### src/hdl/hrlt_pkg.sv
// Shared types, character constants and lookup functions for the request line tokenizer.
`timescale 1ns / 1ps

package hrlt_pkg;

  localparam int LEXEME_BYTES_DEF = 32;

  localparam logic [7:0] CH_CR    = 8'h0D;
  localparam logic [7:0] CH_LF    = 8'h0A;
  localparam logic [7:0] CH_SP    = 8'h20;
  localparam logic [7:0] CH_TAB   = 8'h09;
  localparam logic [7:0] CH_SLASH = 8'h2F;

  typedef enum logic [3:0] {
    K_GET       = 4'd0,
    K_PATH      = 4'd1,
    K_VERSION   = 4'd2,
    K_EOL       = 4'd3,
    K_EOH       = 4'd4,
    K_CHUNK     = 4'd5,
    K_BAD_CHAR  = 4'd6,
    K_BAD_FIRST = 4'd7,
    K_TOO_LONG  = 4'd8,
    K_CRLF_ERR  = 4'd9,
    K_IO_ERR    = 4'd10,
    K_EOF       = 4'd11
  } tok_kind_t;

  typedef enum logic [2:0] {
    C_METHOD  = 3'd0,
    C_PATH    = 3'd1,
    C_VERSION = 3'd2,
    C_EOL     = 3'd3,
    C_EOH     = 3'd4,
    C_CHARS   = 3'd5,
    C_ERROR   = 3'd6,
    C_EOF     = 3'd7
  } tok_class_t;

  typedef enum logic [1:0] {
    RT_DATA = 2'd0,
    RT_END  = 2'd1,
    RT_ERR  = 2'd2
  } req_type_t;

  typedef enum logic [1:0] {
    PH_LINE = 2'd0,
    PH_HEAD = 2'd1,
    PH_PAY  = 2'd2
  } phase_t;

  // where the lexeme of the pending token comes from
  typedef enum logic [1:0] {
    SRC_PAIR  = 2'd0,
    SRC_BYTE  = 2'd1,
    SRC_MEM   = 2'd2,
    SRC_EMPTY = 2'd3
  } src_t;

  typedef enum logic [2:0] {
    S_IDLE  = 3'd0,
    S_PRE   = 3'd1,
    S_FIXA  = 3'd2,
    S_FIXB  = 3'd3,
    S_RD    = 3'd4,
    S_LOAD  = 3'd5,
    S_EMPTY = 3'd6,
    S_FIXUP = 3'd7
  } seq_state_t;

  function automatic tok_class_t kind_class(tok_kind_t k);
    tok_class_t c;
    case (k)
      K_GET:     c = C_METHOD;
      K_PATH:    c = C_PATH;
      K_VERSION: c = C_VERSION;
      K_EOL:     c = C_EOL;
      K_EOH:     c = C_EOH;
      K_CHUNK:   c = C_CHARS;
      K_EOF:     c = C_EOF;
      default:   c = C_ERROR;
    endcase
    return c;
  endfunction

  function automatic logic is_space(logic [7:0] b);
    return (b == CH_SP) || ((b >= CH_TAB) && (b <= CH_CR));
  endfunction

  function automatic logic [7:0] get_char(logic [1:0] i);
    logic [7:0] c;
    case (i)
      2'd0:    c = "G";
      2'd1:    c = "E";
      2'd2:    c = "T";
      default: c = 8'h00;
    endcase
    return c;
  endfunction

  function automatic logic [7:0] ver_char(logic [2:0] i);
    logic [7:0] c;
    case (i)
      3'd0:    c = "H";
      3'd1:    c = "T";
      3'd2:    c = "T";
      3'd3:    c = "P";
      3'd4:    c = "/";
      3'd5:    c = "1";
      3'd6:    c = ".";
      3'd7:    c = "1";
      default: c = 8'h00;
    endcase
    return c;
  endfunction

  function automatic seq_state_t src_first(src_t s);
    seq_state_t st;
    case (s)
      SRC_PAIR:  st = S_FIXA;
      SRC_BYTE:  st = S_FIXB;
      SRC_MEM:   st = S_RD;
      SRC_EMPTY: st = S_EMPTY;
      default:   st = S_EMPTY;
    endcase
    return st;
  endfunction

endpackage

### src/hdl/hrlt_ram.sv
// Generic single-port-write, single-port-read RAM with registered read data.
`timescale 1ns / 1ps

module hrlt_ram #(
  parameter int WIDTH = 8,
  parameter int DEPTH = 32
) (
  input  logic                       clk,
  input  logic                       we,
  input  logic [$clog2(DEPTH)-1:0]   waddr,
  input  logic [WIDTH-1:0]           wdata,
  input  logic                       re,
  input  logic [$clog2(DEPTH)-1:0]   raddr,
  output logic [WIDTH-1:0]           rdata
);

  logic [WIDTH-1:0] mem [DEPTH];
  logic [WIDTH-1:0] rdata_r;

  always_ff @(posedge clk) begin
    if (we) begin
      mem[waddr] <= wdata;
    end
    if (re) begin
      rdata_r <= mem[raddr];
    end
  end

  assign rdata = rdata_r;

endmodule

### src/hdl/http_request_line_tokenizer.sv
// HTTP request line tokenizer: one input beat at a time, tokens out as runs of lexeme beats.
// Fixed bytes go from the input beat into the sequencer state, then the output register;
// each stored byte is read from the word store RAM, then loaded into the output register;
// both loads wait while the output is stalled. One input beat in flight at a time.
// Reset (rst_n low, synchronous) clears the sequencer, phase and flags; the word store is
// not cleared and needs no clearing pass.
`timescale 1ns / 1ps

module http_request_line_tokenizer
  import hrlt_pkg::*;
#(
  parameter int LEXEME_BYTES = LEXEME_BYTES_DEF
) (
  input  logic       clk,
  input  logic       rst_n,
  input  logic       in_tvalid,
  output logic       in_tready,
  input  logic [7:0] in_tdata,   // [7:0] data_byte
  input  logic [1:0] in_tuser,   // [1:0] req_type
  output logic       out_tvalid,
  input  logic       out_tready,
  output logic [7:0] out_tdata,  // [7:0] lexeme_byte
  output logic [7:0] out_tuser,  // [3:0] token_kind, [6:4] token_class, [7] byte_valid
  output logic       out_tlast   // last_of_token
);

  localparam int AW  = $clog2(LEXEME_BYTES);
  localparam int WLW = $clog2(LEXEME_BYTES + 1);

  seq_state_t       state_r, state_nxt;
  phase_t           phase_r, phase_nxt;
  logic             cr_r, cr_nxt;
  logic             peol_r, peol_nxt;
  logic             ended_r, ended_nxt;
  logic             err_r, err_nxt;
  logic [WLW-1:0]   wl_r, wl_nxt;
  logic             slash_r, slash_nxt;
  logic             getok_r, getok_nxt;
  logic             verok_r, verok_nxt;
  tok_kind_t        kind_r, kind_nxt;
  src_t             src_r, src_nxt;
  logic [7:0]       byte_r, byte_nxt;
  logic [WLW-1:0]   len_r, len_nxt;
  logic [WLW-1:0]   idx_r, idx_nxt;
  logic             fixup_r, fixup_nxt;

  logic             out_valid_r, out_valid_nxt;
  logic [3:0]       out_kind_r, out_kind_nxt;
  logic [2:0]       out_class_r, out_class_nxt;
  logic [7:0]       out_byte_r, out_byte_nxt;
  logic             out_bv_r, out_bv_nxt;
  logic             out_last_r, out_last_nxt;

  logic             ram_we, ram_re;
  logic [AW-1:0]    ram_waddr, ram_raddr;
  logic [7:0]       ram_wdata, ram_rdata;

  logic             in_fire, out_free;
  logic [7:0]       b;
  logic             sp, wl_full, get_hit, ver_hit;
  tok_kind_t        word_kind;
  logic             go, pre;
  src_t             src_sel;
  tok_kind_t        kind_sel;

  assign in_fire  = in_tvalid && in_tready;
  assign out_free = !out_valid_r || out_tready;
  assign b        = in_tdata;
  assign sp       = is_space(b);
  assign wl_full  = (wl_r == WLW'(LEXEME_BYTES - 1));
  assign get_hit  = (wl_r < WLW'(3)) && (b == get_char(wl_r[1:0]));
  assign ver_hit  = (wl_r < WLW'(8)) && (b == ver_char(wl_r[2:0]));

  always_comb begin
    if (slash_r) begin
      word_kind = K_PATH;
    end else if ((wl_r == WLW'(3)) && getok_r) begin
      word_kind = K_GET;
    end else if ((wl_r == WLW'(8)) && verok_r) begin
      word_kind = K_VERSION;
    end else begin
      word_kind = K_BAD_FIRST;
    end
  end

  hrlt_ram #(
    .WIDTH (8),
    .DEPTH (LEXEME_BYTES)
  ) u_store (
    .clk   (clk),
    .we    (ram_we),
    .waddr (ram_waddr),
    .wdata (ram_wdata),
    .re    (ram_re),
    .raddr (ram_raddr),
    .rdata (ram_rdata)
  );

  always_ff @(posedge clk) begin
    if (!rst_n) begin
      state_r     <= S_IDLE;
      phase_r     <= PH_LINE;
      cr_r        <= 1'b0;
      peol_r      <= 1'b0;
      ended_r     <= 1'b0;
      err_r       <= 1'b0;
      wl_r        <= '0;
      out_valid_r <= 1'b0;
    end else begin
      state_r     <= state_nxt;
      phase_r     <= phase_nxt;
      cr_r        <= cr_nxt;
      peol_r      <= peol_nxt;
      ended_r     <= ended_nxt;
      err_r       <= err_nxt;
      wl_r        <= wl_nxt;
      out_valid_r <= out_valid_nxt;
    end
  end

  always_ff @(posedge clk) begin
    slash_r     <= slash_nxt;
    getok_r     <= getok_nxt;
    verok_r     <= verok_nxt;
    kind_r      <= kind_nxt;
    src_r       <= src_nxt;
    byte_r      <= byte_nxt;
    len_r       <= len_nxt;
    idx_r       <= idx_nxt;
    fixup_r     <= fixup_nxt;
    out_kind_r  <= out_kind_nxt;
    out_class_r <= out_class_nxt;
    out_byte_r  <= out_byte_nxt;
    out_bv_r    <= out_bv_nxt;
    out_last_r  <= out_last_nxt;
  end

  always_comb begin
    state_nxt     = state_r;
    phase_nxt     = phase_r;
    cr_nxt        = cr_r;
    peol_nxt      = peol_r;
    ended_nxt     = ended_r;
    err_nxt       = err_r;
    wl_nxt        = wl_r;
    slash_nxt     = slash_r;
    getok_nxt     = getok_r;
    verok_nxt     = verok_r;
    kind_nxt      = kind_r;
    src_nxt       = src_r;
    byte_nxt      = byte_r;
    len_nxt       = len_r;
    idx_nxt       = idx_r;
    fixup_nxt     = fixup_r;
    out_valid_nxt = out_valid_r && !out_tready;
    out_kind_nxt  = out_kind_r;
    out_class_nxt = out_class_r;
    out_byte_nxt  = out_byte_r;
    out_bv_nxt    = out_bv_r;
    out_last_nxt  = out_last_r;
    ram_we        = 1'b0;
    ram_waddr     = wl_r[AW-1:0];
    ram_wdata     = b;
    ram_re        = 1'b0;
    ram_raddr     = idx_r[AW-1:0];
    in_tready     = 1'b0;
    go            = 1'b0;
    pre           = 1'b0;
    src_sel       = SRC_EMPTY;
    kind_sel      = K_EOF;

    case (state_r)
      S_IDLE: begin
        in_tready = 1'b1;
        if (in_fire) begin
          byte_nxt  = b;
          len_nxt   = wl_r;
          fixup_nxt = 1'b0;
          if (ended_r) begin
            go       = 1'b1;
            src_sel  = SRC_EMPTY;
            kind_sel = err_r ? K_IO_ERR : K_EOF;
          end else if (in_tuser != RT_DATA) begin
            go        = 1'b1;
            pre       = cr_r;
            cr_nxt    = 1'b0;
            err_nxt   = (in_tuser != RT_END);
            kind_sel  = (in_tuser != RT_END) ? K_IO_ERR : K_EOF;
            src_sel   = (wl_r != '0) ? SRC_MEM : SRC_EMPTY;
            wl_nxt    = '0;
            ended_nxt = 1'b1;
          end else if (phase_r == PH_PAY) begin
            ram_we = 1'b1;
            wl_nxt = wl_r + WLW'(1);
            if (wl_full) begin
              go       = 1'b1;
              src_sel  = SRC_MEM;
              kind_sel = K_CHUNK;
              len_nxt  = WLW'(LEXEME_BYTES);
              wl_nxt   = '0;
            end
          end else if (cr_r) begin
            go       = 1'b1;
            cr_nxt   = 1'b0;
            src_sel  = SRC_PAIR;
            if (b != CH_LF) begin
              kind_sel = K_CRLF_ERR;
            end else if (peol_r) begin
              kind_sel  = K_EOH;
              phase_nxt = PH_PAY;
              wl_nxt    = '0;
            end else begin
              kind_sel  = K_EOL;
              phase_nxt = PH_HEAD;
            end
          end else if (wl_r != '0) begin
            if (sp) begin
              go       = 1'b1;
              src_sel  = SRC_MEM;
              kind_sel = word_kind;
              wl_nxt   = '0;
              cr_nxt   = (b == CH_CR);
            end else begin
              ram_we    = 1'b1;
              wl_nxt    = wl_r + WLW'(1);
              getok_nxt = getok_r && get_hit;
              verok_nxt = verok_r && ver_hit;
              if (wl_full) begin
                // last byte also opens the next word; store[0] rewritten after the read-out
                go        = 1'b1;
                src_sel   = SRC_MEM;
                kind_sel  = K_TOO_LONG;
                len_nxt   = WLW'(LEXEME_BYTES);
                fixup_nxt = 1'b1;
                wl_nxt    = WLW'(1);
                slash_nxt = (b == CH_SLASH);
                getok_nxt = (b == get_char(2'd0));
                verok_nxt = (b == ver_char(3'd0));
              end
            end
          end else if (b == CH_CR) begin
            cr_nxt = 1'b1;
          end else if (sp) begin
            cr_nxt = cr_r;
          end else if (phase_r == PH_LINE) begin
            ram_we    = 1'b1;
            wl_nxt    = WLW'(1);
            slash_nxt = (b == CH_SLASH);
            getok_nxt = get_hit;
            verok_nxt = ver_hit;
          end else begin
            go       = 1'b1;
            src_sel  = SRC_BYTE;
            kind_sel = K_BAD_CHAR;
          end

          if (go) begin
            kind_nxt  = kind_sel;
            src_nxt   = src_sel;
            idx_nxt   = '0;
            state_nxt = pre ? S_PRE : src_first(src_sel);
            if (!ended_r) begin
              peol_nxt = (kind_sel == K_EOL);
            end
          end
        end
      end

      S_PRE: begin
        if (out_free) begin
          out_valid_nxt = 1'b1;
          out_kind_nxt  = K_CRLF_ERR;
          out_class_nxt = kind_class(K_CRLF_ERR);
          out_byte_nxt  = CH_CR;
          out_bv_nxt    = 1'b1;
          out_last_nxt  = 1'b1;
          state_nxt     = src_first(src_r);
        end
      end

      S_FIXA: begin
        if (out_free) begin
          out_valid_nxt = 1'b1;
          out_kind_nxt  = kind_r;
          out_class_nxt = kind_class(kind_r);
          out_byte_nxt  = CH_CR;
          out_bv_nxt    = 1'b1;
          out_last_nxt  = 1'b0;
          state_nxt     = S_FIXB;
        end
      end

      S_FIXB: begin
        if (out_free) begin
          out_valid_nxt = 1'b1;
          out_kind_nxt  = kind_r;
          out_class_nxt = kind_class(kind_r);
          out_byte_nxt  = byte_r;
          out_bv_nxt    = 1'b1;
          out_last_nxt  = 1'b1;
          state_nxt     = S_IDLE;
        end
      end

      S_EMPTY: begin
        if (out_free) begin
          out_valid_nxt = 1'b1;
          out_kind_nxt  = kind_r;
          out_class_nxt = kind_class(kind_r);
          out_byte_nxt  = 8'h00;
          out_bv_nxt    = 1'b0;
          out_last_nxt  = 1'b1;
          state_nxt     = S_IDLE;
        end
      end

      S_RD: begin
        ram_re    = 1'b1;
        state_nxt = S_LOAD;
      end

      S_LOAD: begin
        if (out_free) begin
          out_valid_nxt = 1'b1;
          out_kind_nxt  = kind_r;
          out_class_nxt = kind_class(kind_r);
          out_byte_nxt  = ram_rdata;
          out_bv_nxt    = 1'b1;
          out_last_nxt  = (idx_r == len_r - WLW'(1));
          idx_nxt       = idx_r + WLW'(1);
          if (idx_r == len_r - WLW'(1)) begin
            state_nxt = fixup_r ? S_FIXUP : S_IDLE;
          end else begin
            state_nxt = S_RD;
          end
        end
      end

      S_FIXUP: begin
        ram_we    = 1'b1;
        ram_waddr = '0;
        ram_wdata = byte_r;
        state_nxt = S_IDLE;
      end

      default: begin
        state_nxt = S_IDLE;
      end
    endcase
  end

  assign out_tvalid = out_valid_r;
  assign out_tdata  = out_byte_r;
  assign out_tuser  = {out_bv_r, out_class_r, out_kind_r};
  assign out_tlast  = out_last_r;

  a_wl_bound: assert property (@(posedge clk) disable iff (!rst_n)
    wl_r <= WLW'(LEXEME_BYTES - 1))
    else $error("word length past store depth");

  a_pay_no_cr: assert property (@(posedge clk) disable iff (!rst_n)
    phase_r == PH_PAY |-> !cr_r)
    else $error("CR pending in payload phase");

  a_head_no_word: assert property (@(posedge clk) disable iff (!rst_n)
    wl_r != '0 |-> phase_r != PH_HEAD)
    else $error("word collected after first line");

  a_ended_empty: assert property (@(posedge clk) disable iff (!rst_n)
    in_fire && ended_r |=> state_r == S_EMPTY)
    else $error("beat after end of stream not answered with empty token");

  a_empty_last: assert property (@(posedge clk) disable iff (!rst_n)
    out_tvalid && !out_tuser[7] |-> out_tlast)
    else $error("empty lexeme beat not marked last");

endmodule
### config.mk
export PLATFORM = sky130hd
export DESIGN_NAME = http_request_line_tokenizer
export DESIGN_NICKNAME = d
export VERILOG_FILES = /design/src/hdl/hrlt_pkg.sv /design/src/hdl/hrlt_ram.sv /design/src/hdl/http_request_line_tokenizer.sv
export SDC_FILE = /design/constraint.sdc
export NUM_CORES = 1
export LEC_CHECK = 0
export BUFFER_PORTS_ARGS = -buffer_cell sky130_fd_sc_hd__buf_2
export CAP_MARGIN = 10
export CELL_PAD_IN_SITES_DETAIL_PLACEMENT = 1
export CELL_PAD_IN_SITES_GLOBAL_PLACEMENT = 1
export CORE_MARGIN = 1.5
export CORE_UTILIZATION = 33
export CTS_BUF_LIST = sky130_fd_sc_hd__clkbuf_8
export CTS_CLUSTER_DIAMETER = 100
export CTS_CLUSTER_SIZE = 40
export DETAILED_ROUTE_END_ITERATION = 16
export PLACE_DENSITY = 0.61
export SLEW_MARGIN = 10
export SYNTH_ARGS = -nofsm -noshare
export SYNTH_HDL_FRONTEND = slang
export SYNTH_SLANG_ARGS = --single-unit
### constraint.sdc
create_clock -name clk -period 4.9 [get_ports clk]
set_input_delay 0.245 -clock clk [delete_from_list [all_inputs] [get_ports clk]]
set_output_delay 0.245 -clock clk [all_outputs]
set_load 0.05 [all_outputs]
# --- Word-level counts from Yosys, hierarchy flattened ---
# Memory sizes are Yosys's and may differ from the RTL's. A register that Yosys moved wholly into a read port is not among the register bits.
# Index checks and enable logic that the tools add are counted.
totals:
  regBits: 63
  ram_bits: 256
  n_memories: 2
  word_cells: 294
  out_inout_bits: 19
  mem_bits_ro: 56
  inputBits: 14
classes:
  n_lt_le_gt_ge: 4
  muxes: 150
  n_reduce_logical: 50
  addsub: 3
  eq_ne: 57
  n_bitwise: 6
memory_table:
  columns: ["memory", "depth", "word_bits", "rd", "rd_clocked_by_memory_dff", "wr", "line", "source"]
  rows:
  - ["u_store.mem", 32, 8, 1, 1, 1, "hrlt_ram.sv:17", "logic [WIDTH-1:0] mem [DEPTH];"]
  - ["(name not given)", 8, 7, 1, 1, 0, "hrlt_pkg.sv:103", "case (i)"]
ops:
  columns: ["op", "count"]
  rows:
  - ["$mux W6", 22]
  - ["$mux W1", 65]
  - ["$mux W4", 15]
  - ["$mux W3", 17]
  - ["$pmux W3 S7", 2]
  - ["$mux W8", 5]
  - ["$pmux W8 S4", 1]
  - ["$mux W2", 13]
  - ["$pmux W3 S4", 2]
  - ["$ne A2 B2 Y1 const B", 11]
  - ["$pmux W7 S3", 1]
  - ["$reduce_and A4 Y1", 5]
  - ["$eq A8 B6 Y1 const B", 2]
  - ["$eq A8 B7 Y1 const B", 2]
  - ["$eq A8 B8 Y1", 2]
  - ["$ne A2 B1 Y1 const B", 7]
  - ["$add A6 B1 Y6 const B", 2]
  - ["$eq A2 B2 Y1 const B", 6]
  - ["$eq A3 B3 Y1 const B", 4]
  - ["$eq A4 B2 Y1 const B", 3]
  - ["$pmux W6 S2", 1]
  - ["$reduce_and A11 Y1", 1]
  - ["$reduce_and A10 Y1", 1]
  - ["$reduce_bool A2 Y1", 5]
  - ["other kinds (48)", 75]

# --- Logic depth before layout (Yosys ltp) ---
# Gate-level depths: netlist (run 1).
depth:
  depth_word: 18
  ltp_mapped: 13
  mapped_depth_nobuf: 11

# --- Cells and area by module ---
# Synthesis (run 1) repeated with hierarchy kept, for this count alone.
hier_totals:
  hier_cells: 858
  area_unflattened_um2: 14313.7
modules_own_cells:
  columns: ["mod", "seq_area_each_um2", "cells_per_inst", "area_per_inst_um2", "n_inst"]
  rows:
  - ["hrlt_ram", 7927.6, 417, 10133.5, 1]
  - ["http_request_line_tokenizer", 1871.8, 441, 4180.3, 1]

# --- Least setup slack after synthesis (run 1) ---
# OpenSTA, ideal clock, no wires.
synth_path:
  kind: "register to register"
  startpoint: "register wl_r[0]"
  endpoint: "memory u_store.mem[17][0] (enable)"
  slack_ps: 1290
  arrival_time_ps: 3212
  n_path_buf: 2
  period_less_slack_ps: 3610
  stages_incl_launch_ff: 12
  required_ps: 4502
  cell_sequence: "dfxtp_1 clkbuf_1 inv_1 ha_1 nor3b_1 nand2_1 nand2_1 o21ai_0 o211ai_1 buf_2 or4_4 nor4b_1"
synth_between:
  elab_chain_cells: 10
  elab_cells_between_ends: 11
  cone_classes: "10 x mux; 1 x reduce/logical"
synth_rtl:
  columns: ["item", "line", "source"]
  rows:
  - ["from (decl)", "http_request_line_tokenizer.sv:36", "logic [WLW-1:0] wl_r, wl_nxt;"]
  - ["from (signal assigned)", "http_request_line_tokenizer.sv:116", "wl_r <= wl_nxt;"]
  - ["$reduce_bool A6 Y1", "http_request_line_tokenizer.sv:216", "end else if (wl_r != '0) begin"]
  - ["$mux W1", "http_request_line_tokenizer.sv:216", null]
  - ["$mux W1", "http_request_line_tokenizer.sv:202", "end else if (cr_r) begin"]
  - ["$mux W1", "http_request_line_tokenizer.sv:192", "end else if (phase_r == PH_PAY) begin"]
  - ["$mux W1", "http_request_line_tokenizer.sv:183", "end else if (in_tuser != RT_DATA) begin"]
  - ["$mux W1", "http_request_line_tokenizer.sv:179", "if (ended_r) begin"]
  - ["$mux W1", "http_request_line_tokenizer.sv:175", "if (in_fire) begin"]
  - ["$pmux W1 S2", "http_request_line_tokenizer.sv:172", "case (state_r)"]
  - ["$mux W1", "hrlt_ram.sv:21", "if (we) begin"]
  - ["$mux W1 (implied by the code)", "hrlt_ram.sv:22", "mem[waddr] <= wdata;"]
  - ["to (decl)", "hrlt_ram.sv:17", null]
# Several ways; a longest one is shown, not always the timed one.

# --- Final worst setup path (run 1) ---
layout_path:
  startpoint: "register wl_r[0]"
  endpoint: "memory u_store.mem[21][6] (enable)"
# The elaborated chain is that of the path after synthesis.

==> results of run 1 <==
==> worst max-delay path: stages (launching register included) <==
cell and delay (ps):
dfxtp_1 580, inv_1 230, ha_1 300, nor3b_1 170, nand2_1 220, nand2_1 160, o21ai_0 180, o211ai_1 430
or4b_2 1000, nor2_1 620
==> stage by stage <==
| step | cell area (um^2) | utilization | hold slack, ps |
|---|---|---|---|
| finish | 15600 | 0.361 | 45.2 |
| global route | 15600 | 0.361 | 34.7 |
| CTS | 15600 | 0.361 | 2.53 |
| detailed placement | 15200 | 0.353 | 516 |
| global placement | 15200 | 0.353 | 477 |
| floorplan | 14500 | - | 344 |
==> final timing paths <==
kind	slack [ps]	startpoint	to	cells past startpoint
setup / recovery	660	wl_r[0]	u_store.mem[21][6]	9
hold / removal	50	rst_n	state_r[1]	3
setup reg to reg	660	wl_r[0]	u_store.mem[21][6]	9
hold reg to reg	570	kind_r[0]	out_kind_r[0]	1
==> cell type report <==
type	count	area (um^2)	area share
flip-flops and latches	334	9800	0.628
multi-input cells	463	4320	0.277
well taps	585	732	0.0469
repair buffers	59	400	0.0257
clock buffers	13	179	0.0115
clock inverters	6	85.1	0.00545
inverters	22	83.8	0.00537
diodes	1	2.50	0.000160
==> metal layers <==
metal	part of all wire	vias to the layer above	track usage
met4	0.019	0	0.0362
met5	0	-	0
met3	0.035	34	0.0157
met2	0.49	196	0.270
li1	-	3485	-
met1	0.46	4169	0.226
==> cells in the final DEF (no fill, tap or decap), drive strengths merged, types with 18 or more instances in the layout <==
master  instances
mux4           80
dfxtp          23
nor2           67
nand3          24
buf            49
edfxtp        311
nor2b          19
nor3           23
inv            23
nand2          31
o21ai          18
==> cells in the mapped netlist (all sizes together), types with 5 or more instances <==
master and count:
edfxtp 311, mux4 80, nor2 67, clkbuf 37
nand2 31, nand3 24, dfxtp 23, nor3 23
buf 22, inv 21, nor2b 19, o21ai 18
a21oi 17, mux2 17, a31oi 11, a22oi 10
xor2 10, ha 9, or2 9, o22ai 8
nand4 7, nor4 7, nor4b 7, xnor2 7
and3 6, or3 6, a21o 5, and2 5
o31ai 5
==> power groups by stage <==
stage               clock (mW)  combinational (mW)  sequential [mW]
floorplan                    0                1.54             3.69
global placement             0                2.22             3.65
detailed placement           0                2.24             3.66
CTS                       1.19                2.25             3.59
global route              1.26                2.38             3.62
finish                    1.15                2.22             3.58
==> cells by family after synthesis <==
family          synth area share
flops                      0.678
compound gates            0.0537
mux                        0.139
simple gates              0.0866
fa+ha+maj                0.00779
buf+inv                   0.0245
xor+xnor                  0.0103
==> flip-flops by register name, indices dropped and copies added (netlist names), 2 cells and up, named ones only <==
name           cells
byte_r             8
idx_r              6
kind_r             4
len_r              6
out_class_r        3
out_kind_r         4
out_tdata          8
phase_r            2
src_r              2
state_r            3
u_store.mem      256
u_store.rdata      8
wl_r               6
==> impl_summary.txt, run 1 <==
----------------------------------------------------
[Run status]
  Run status ... finished, final reports clean

[Synth]
  Count of yosys warnings during synthesis ... 0
  Top cell type's share of synthesized area ... 0.646
  Synth Area per Inst ... around 16 um^2
  Synthesized Nets ... ~900
  Post-synth top flop ... edfxtp_1
  Biggest area consumer among synthesized cells ... edfxtp_1
  Leading cell types by total area after synthesis ... edfxtp_1, mux4_2, dfxtp_1, nor2_1, mux2_2
  Sequential-to-total area share from yosys stat ... 0.678
  Number of flip-flops and latches in the synthesized netlist ... between 300 and 400
  Synth unique cells ... 84
  Proportion of register bits with asynchronous set or reset after synthesis ... 0
  Number of enable flip-flop cells after synthesis ... 311
  Post-synthesis instance area ... between 0.01 and 0.015 mm^2
  Cells after synthesis ... just under 900

[Placement]
  Placed insts ... about 1500
  Worst setup slack after placement ... 718 ps
  Number of buffers inserted by port buffering ... 32
  Placed wire-length estimate ... approximately 24000 um
  Placer's final routability congestion estimate ... ~0.84

[Cells and area]
  Net count, final ... approximately 920
  Count of non-filler cells in the finished layout ... between 1000 and 1500
  Fill cells ... roughly 4400
  Fraction of layout instances using a drive strength above 1 ... 0.220
  Area growth syn-to-layout ... 7.95%

[Floorplanning]
  Core Region ... 0.0432 mm^2
  Horiz. Die Dim ... roughly 210 um
  Die ar. ... approximately 0.045 mm^2
  Boundary pin count ... 33
  Overall die height ... roughly 210 um
  Site row count ... 76
  Initial Util ... 0.335

[STA]
  RSZ-0062 raised after global routing ... false
  TNS Setup ... 0 ps
  Actual slew at the worst max-slew pin ... roughly 1200 ps
  Final max-slew violation count ... 0
  Post-route minimum period ... between 4000 and 5000 ps
  Max Freq ... about 240 MHz
  Fin Clk Skew ... roughly 36 ps
  Fin crit share ... 0.865
  Setup-violating endpoint count in the final report ... 0
  Max-slew headroom ... 0.203
  Crit path setup slack, layout ... about 660 ps
  Final Hold Fails ... 0

[Detailed routing]
  Total DRC errors in the routed layout ... 0
  Avg WL per Cell ... approximately 24 um
  DR vias ... slightly below 8000
  Wire length reported by the detailed router ... roughly 36000 um
  Total iterations of the first detailed-routing run ... 5
  First-iteration detailed-routing DRC count ... around 660
  Post-route ant nets ... 0
  Average via count per standard cell ... 5.32

[Pwr]
  Sw power ... 2.32 mW
  Static leakage ... approximately 4.7 nW
  Part of the power in the clock network ... 0.165
  Max IR drop VDD ... 0.226 mV
  Cell Int Power ... 4.63 mW
  Post-layout power ... ~7 mW
  Part of the total power dissipated in sequential elements ... 0.516
  Power density over the cells ... roughly 450 mW/mm^2
  Power share of the combinational group ... 0.319
  Switching Share ... 0.334

[Setup path]
  Worst setup SP type ... flop
  Critical-path maximum fanout ... 12
  Arrival time of data at the critical path endpoint ... ~4500 ps
  Crit end category ... flop
  Required time at the worst-slack endpoint ... ~5200 ps
  Critical path class ... flop to flop

[Clock network]
  Maximum clock path buffer count ... 3
  Number of levels in the clock H-tree ... 1
  Clock transition at path regs ... 210 ps
  Cts hold-fix bufs ... 10
  Clock tree root driver cell ... clkbuf_8
  Latest clock arrival within the worst-skew pair ... 600 ps
  TritonCTS clock tree ... yes
  Clk sinks ... approximately 330
  Setup fix buffers added after clock tree synthesis ... 0
  CTS buffer count ... 13
  Post-cts repair resize count ... 0

[Worst hold path]
  Path class of the lowest-slack min-delay path ... input port to flop

[Global route]
  Number of antenna violations at the first check in global routing ... 1
  Wire length of the first global-routing pass ... between 50000 and 60000 um
  All-layer global routing usage ... 0.161
  Number of global-route vias before repair ... 8131
  Aggregate global routing overflow ... 0
  Largest net degree at the start of global routing ... between 40 and 50

[Job]
  Number of violations of the max-capacitance limit ... 0

----------------------------------------------------
(Power assumes the default switching activity.)
==> inputs of run 2 (changes only) <==
Settings changed: PLACE_DENSITY 0.61 to 0.63.
Clock period 4.9 ns to 3.8 ns, I/O delays scaled along.
==> run 2 against run 1 <==
  * First-iteration DRC count grew 5.0%
  * Total power grew 32%
  * Clock power grew 39%
  * Critical path depth is the same
  * Global-route usage is essentially flat
  * Non-clock buffer count grew 27
  * Hold slack gained 8.1 ps
  * Cell area grew 1.9%
  * Via count grew 1.6%
  * Largest cell class unchanged
  * Largest power group unchanged
==> impl_summary.txt, run 2 (synthesis results as in run 1) <==
----------------------------------------------------
[Cells and area]
  Flip-flop count of the largest register after layout ... 256 (unchanged)
  Final design area excluding fillers ... 0.0159 mm^2 (+1.9%)
  Number of antenna repair diodes ... 0 (-1)
  Share of the core filled with cells in the final layout ... 0.368 (+0.00690)
  Count of non-filler cells in the finished layout ... 1513 (+2.0%)
  Reg with most FFs ... u_store.mem
  Most frequent cells in the layout ... edfxtp_1, mux4_2, nor2_1, buf_4, buf_2
  Area growth syn-to-layout ... 10.0%
  Commonest non-fill, non-tap cell in the layout ... edfxtp_1
  Net count, final ... 944 (+3.1%)
  Fraction of layout instances using a drive strength above 1 ... 0.244 (+0.0239)

[Run status]
  Run status ... finished, final reports clean

[Clock network]
  Number of levels in the clock H-tree ... 1 (unchanged)
  Clk sinks ... 334 (unchanged)
  Latest clock arrival within the worst-skew pair ... 610 ps (about the same)
  Maximum clock path buffer count ... 3 (unchanged)
  TritonCTS clock tree ... yes
  Clock transition at path regs ... 200 ps (about the same)
  CTS buffer count ... 14 (+1)
  Clock tree root driver cell ... clkbuf_8

[Floorplanning]
  Die ar. ... 0.0451 mm^2 (unchanged)
  Overall die height ... 212 um (unchanged)
  Site row count ... 76 (unchanged)
  Horiz. Die Dim ... 212 um (unchanged)
  Boundary pin count ... 33 (unchanged)
  Initial Util ... 0.335 (unchanged)
  Core Region ... 0.0432 mm^2 (unchanged)

[STA]
  Fin Clk Skew ... 46.2 ps (+9.97 ps)
  Hold Worst Slack ... 53.3 ps (+8.09 ps)
  Actual slew at the worst max-slew pin ... 966 ps (-220 ps)
  Max Freq ... 287 MHz (+21%)
  Post-route minimum period ... 3490 ps (-746 ps)
  Final Hold Fails ... 0 (unchanged)
  Setup-violating endpoint count in the final report ... 0 (unchanged)
  RSZ-0062 raised after global routing ... false
  Fin crit share ... 0.918 (+0.0539)
  TNS Setup ... 0 ps (unchanged)
  Max-slew headroom ... 0.353 (+0.150)
  Final max-slew violation count ... 0 (unchanged)
  Crit path setup slack, layout ... 310 ps (-354 ps)

[Setup path]
  Slowest-stage cell, CP ... or4b_2
  Arrival time of data at the critical path endpoint ... 3740 ps (-760 ps)
  Critical path class ... flop to flop
  Most frequent CP cell ... nand2_1
  Stage delay of the slowest cell on the critical path ... 880 ps (-120 ps)
  Worst-path cell chain ... inv_1, ha_1, nor3b_1, nand2_1, nand2_1, o21ai_0, o211ai_1, or4b_2, nor2_1
  Required time at the worst-slack endpoint ... 4050 ps (-1110 ps)
  Worst setup SP type ... flop
  Number of buffers and inverters on the critical path ... 1 (unchanged)
  Critical-path maximum fanout ... 8 (-4)
  CP delay by family, top ... simple AND/OR/NAND/NOR gates
  Crit end category ... flop

[Job]
  Number of violations of the max-capacitance limit ... 0 (unchanged)

[Global route]
  Wire length of the first global-routing pass ... 53700 um (+0.52%)
  All-layer global routing usage ... 0.161 (about the same)
  Largest net degree at the start of global routing ... 45 (+9.8%)
  Aggregate global routing overflow ... 0 (unchanged)
  Number of global-route vias before repair ... 8341 (+2.6%)
  Number of antenna violations at the first check in global routing ... 1 (unchanged)

[Placement]
  Worst setup slack after placement ... 345 ps (-373 ps)
  Placed insts ... 1479 (+1.8%)
  Number of buffers inserted by port buffering ... 32 (unchanged)
  Placer's final routability congestion estimate ... 0.887 (+5.5%)
  Placed wire-length estimate ... 24200 um (+1.1%)
  Post-place instance area ... 0.0155 mm^2 (+1.4%)

[Detailed routing]
  DR vias ... 8008 (+1.6%)
  Wire length reported by the detailed router ... 35300 um (-0.50%)
  Avg WL per Cell ... 23.3 um (-2.5%)
  Average via count per standard cell ... 5.29 (-0.44%)
  First-iteration detailed-routing DRC count ... 696 (+5.0%)
  Post-route ant nets ... 0 (unchanged)
  Total DRC errors in the routed layout ... 0 (unchanged)
  Total iterations of the first detailed-routing run ... 5 (unchanged)

[Pwr]
  Power density over the cells ... 578 mW/mm^2 (+30%)
  Max IR drop VDD ... 0.329 mV (+46%)
  Static leakage ... 4.91 nW (+3.8%)
  Post-layout power ... 9.20 mW (+32%)

[Worst hold path]
  Path class of the lowest-slack min-delay path ... input port to flop

----------------------------------------------------
## run 2: cell types whose count changed in the layout (fill, tap and decap cells not counted), moves of 2 or more
cell | before | now
clkinv_8 | 1 | 4
buf_4 | 16 | 40
buf_12 | 1 | 3
clkbuf_8 | 13 | 15
## run 2: metal layers
metal,up-vias,wire (um),track usage
met1,4246,15700,0.221
met3,31,1690,0.0222
li1,3546,-,-
met2,185,17400,0.273
met5,-,0,0
met4,0,495,0.0301
## run 2: power breakdown
group	internal, mW	total, mW	switching, mW	leakage, nW
sequential	4.37	4.56	0.186	2.99
combinational	1.31	3.04	1.73	1.76
clock	0.433	1.60	1.17	0.164
total	6.11	9.20	3.08	4.91
## run 2: area by class of cell
type                            instances  area, um^2
Clock buffer                           15         206
Clock inverter                          8         134
Fill cell                            4414       27300
Inverter                               22        83.8
Multi-Input combinational cell        463        4320
Sequential cell                       334        9800
Tap cell                              585         732
Timing Repair Buffer                   86         631
## run 2: final timing paths
kind | slack, ps | start | endpoint | cells past startpoint
max | 310 | wl_r[0] | u_store.mem[25][0] | 9
min | 50 | in_tdata[1] | byte_r[1] | 2
max reg2reg | 310 | wl_r[0] | u_store.mem[25][0] | 9
min reg2reg | 570 | peol_r | phase_r[0] | 1
## run 2: timing repair
| action | in CTS | in global routing |
|---|---|---|
| buffers inserted | 0 | 0 |
| endpoints found under the hold margin | 15 | 0 |
| gates resized for setup | 0 | 0 |
| hold buffers | 11 | 0 |
==> inputs of run 3 (changes only) <==
Settings changed: HOLD_SLACK_MARGIN set to 0.15.
==> run 3 against run 2 <==
  * Critical path depth is the same
  * Final cell count grew 0.20%
  * Sequential power is essentially flat
  * Cell area grew 0.19%
  * Via count is essentially flat
  * Worst setup slack gained 5.6 ps
  * Highest routed layer unchanged
  * Die area is the same
  * Core utilization grew 0.070 points
  * Sequential share of layout area shrank 0.12 points
  * First-iteration DRC count grew 2.0%
==> impl_summary.txt, run 3 (synthesis results as in run 1) <==
----------------------------------------------------
[Floorplanning]
  Boundary pin count ... 33 (unchanged)
  Core Region ... 0.0432 mm^2 (unchanged)
  Initial Util ... 0.335 (unchanged)
  Site row count ... 76 (unchanged)
  Overall die height ... 212 um (unchanged)
  Horiz. Die Dim ... 212 um (unchanged)
  Die ar. ... 0.0451 mm^2 (unchanged)

[Clock network]
  Cts hold-fix bufs ... 14 (+3)
  Maximum clock path buffer count ... 3 (unchanged)
  CTS buffer count ... 14 (unchanged)
  Number of levels in the clock H-tree ... 1 (unchanged)
  Post-cts repair resize count ... 0 (unchanged)
  Latest clock arrival within the worst-skew pair ... 620 ps (about the same)
  Clock tree root driver cell ... clkbuf_8
  Clk sinks ... 334 (unchanged)
  TritonCTS clock tree ... yes
  Clock transition at path regs ... 200 ps (about the same)
  Setup fix buffers added after clock tree synthesis ... 0 (unchanged)

[STA]
  Final Hold Fails ... 0 (unchanged)
  Fin Clk Skew ... 45.2 ps (-1.10 ps)
  Fin crit share ... 0.917 (-0.00147)
  Max Freq ... 287 MHz (+0.16%)
  RSZ-0062 raised after global routing ... false
  Final max-slew violation count ... 0 (unchanged)
  TNS Setup ... 0 ps (unchanged)
  Post-route minimum period ... 3480 ps (-5.59 ps)
  Actual slew at the worst max-slew pin ... 969 ps (+2.37 ps)
  Max-slew headroom ... 0.352 (-0.00158)
  Setup-violating endpoint count in the final report ... 0 (unchanged)

[Detailed routing]
  Avg WL per Cell ... 23.4 um (about the same)
  Total iterations of the first detailed-routing run ... 5 (unchanged)
  DR vias ... 8012 (+0.050%)
  Total DRC errors in the routed layout ... 0 (unchanged)
  First-iteration detailed-routing DRC count ... 710 (+2.0%)
  Post-route ant nets ... 0 (unchanged)
  Wire length reported by the detailed router ... 35400 um (+0.28%)
  Average via count per standard cell ... 5.28 (-0.15%)

[Setup path]
  Launch point of the worst reg-to-reg path ... wl_r[0]
  Register-to-register path setup slack ... 320 ps (about the same)
  Critical path class ... flop to flop
  Worst setup SP type ... flop
  Crit end category ... flop
  Arrival time of data at the critical path endpoint ... 3740 ps (about the same)
  Required time at the worst-slack endpoint ... 4060 ps (about the same)
  Critical path startpoint ... wl_r[0]
  Critical-path maximum fanout ... 8 (unchanged)

[Placement]
  Placed wire-length estimate ... 24200 um (unchanged)
  Number of buffers inserted by port buffering ... 32 (unchanged)
  Post-place instance area ... 0.0155 mm^2 (unchanged)
  Placer's final routability congestion estimate ... 0.887 (unchanged)

[Pwr]
  Static leakage ... 4.92 nW (+0.26%)
  Power density over the cells ... 578 mW/mm^2 (about the same)
  Max IR drop VDD ... 0.326 mV (-0.82%)

[Global route]
  Wire length of the first global-routing pass ... 53800 um (about the same)
  Number of global-route vias before repair ... 8340 (-0.012%)
  Number of antenna violations at the first check in global routing ... 1 (unchanged)
  All-layer global routing usage ... 0.161 (about the same)
  Largest net degree at the start of global routing ... 45 (unchanged)
  Aggregate global routing overflow ... 0 (unchanged)

[Cells and area]
  Flip-flop count of the largest register after layout ... 256 (unchanged)
  Fraction of layout instances using a drive strength above 1 ... 0.243 (-0.000785)
  Final design area excluding fillers ... 0.0159 mm^2 (+0.19%)
  Area growth syn-to-layout ... 10.2%
  Most frequent cells in the layout ... edfxtp_1, mux4_2, nor2_1, buf_4, buf_2
  Reg with most FFs ... u_store.mem
  Number of antenna repair diodes ... 0 (unchanged)
  Net count, final ... 947 (+0.32%)
  Commonest non-fill, non-tap cell in the layout ... edfxtp_1

[Run status]
  Run status ... finished, final reports clean

[Job]
  Number of violations of the max-capacitance limit ... 0 (unchanged)

[Worst hold path]
  Startpoint of the tightest hold check path ... out_tready
  Path class of the lowest-slack min-delay path ... input port to flop

----------------------------------------------------
run 3: per-stage QoR:
step / util / power [mW] / worst slack [ps] / cells / hold slack (ps)
global route: 0.369 / 9.61 / 114 / 1516 / 453
CTS: 0.369 / 9.31 / 368 / 1516 / 427
detailed placement: 0.358 / 7.69 / 345 / 1479 / 504
floorplan: - / 6.75 / 190 / 878 / 289
global placement: 0.358 / 7.67 / 481 / 1479 / 479
finish: 0.369 / 9.21 / 316 / 1516 / 447
run 3: power by group:
part	internal (mW)	total, mW	switching, mW
clock	0.433	1.61	1.17
sequential	4.37	4.56	0.185
combinational	1.31	3.05	1.73
total	6.12	9.21	3.09
run 3: worst paths after layout:
check,end,depth (start not counted)
setup reg to reg,u_store.mem[25][0],9
setup / recovery,u_store.mem[25][0],9
hold reg to reg,phase_r[0],1
hold / removal,out_tvalid,5
run 3: worst max-delay path, stage by stage (launching register included):
cell,delay [ps]
dfxtp_1,360
inv_1,60
ha_1,230
nor3b_1,170
nand2_1,200
nand2_1,170
o21ai_0,180
o211ai_1,290
or4b_2,880
nor2_1,610
run 3: cell type report:
class / count / area [um^2]
Tap cell: 585 / 732
Multi-Input combinational cell: 463 / 4320
Timing Repair Buffer: 89 / 661
Inverter: 22 / 83.8
Sequential cell: 334 / 9800
Fill cell: 4416 / 27200
Clock buffer: 15 / 206
Clock inverter: 8 / 134
run 3: routing by layer:
| metal | track usage | vias up | wire length [um] |
|---|---|---|---|
| met5 | 0 | - | 0 |
| li1 | - | 3554 | - |
| met1 | 0.221 | 4241 | 15800 |
| met4 | 0.0301 | 0 | 495 |
| met3 | 0.0222 | 31 | 1670 |
| met2 | 0.274 | 186 | 17400 |
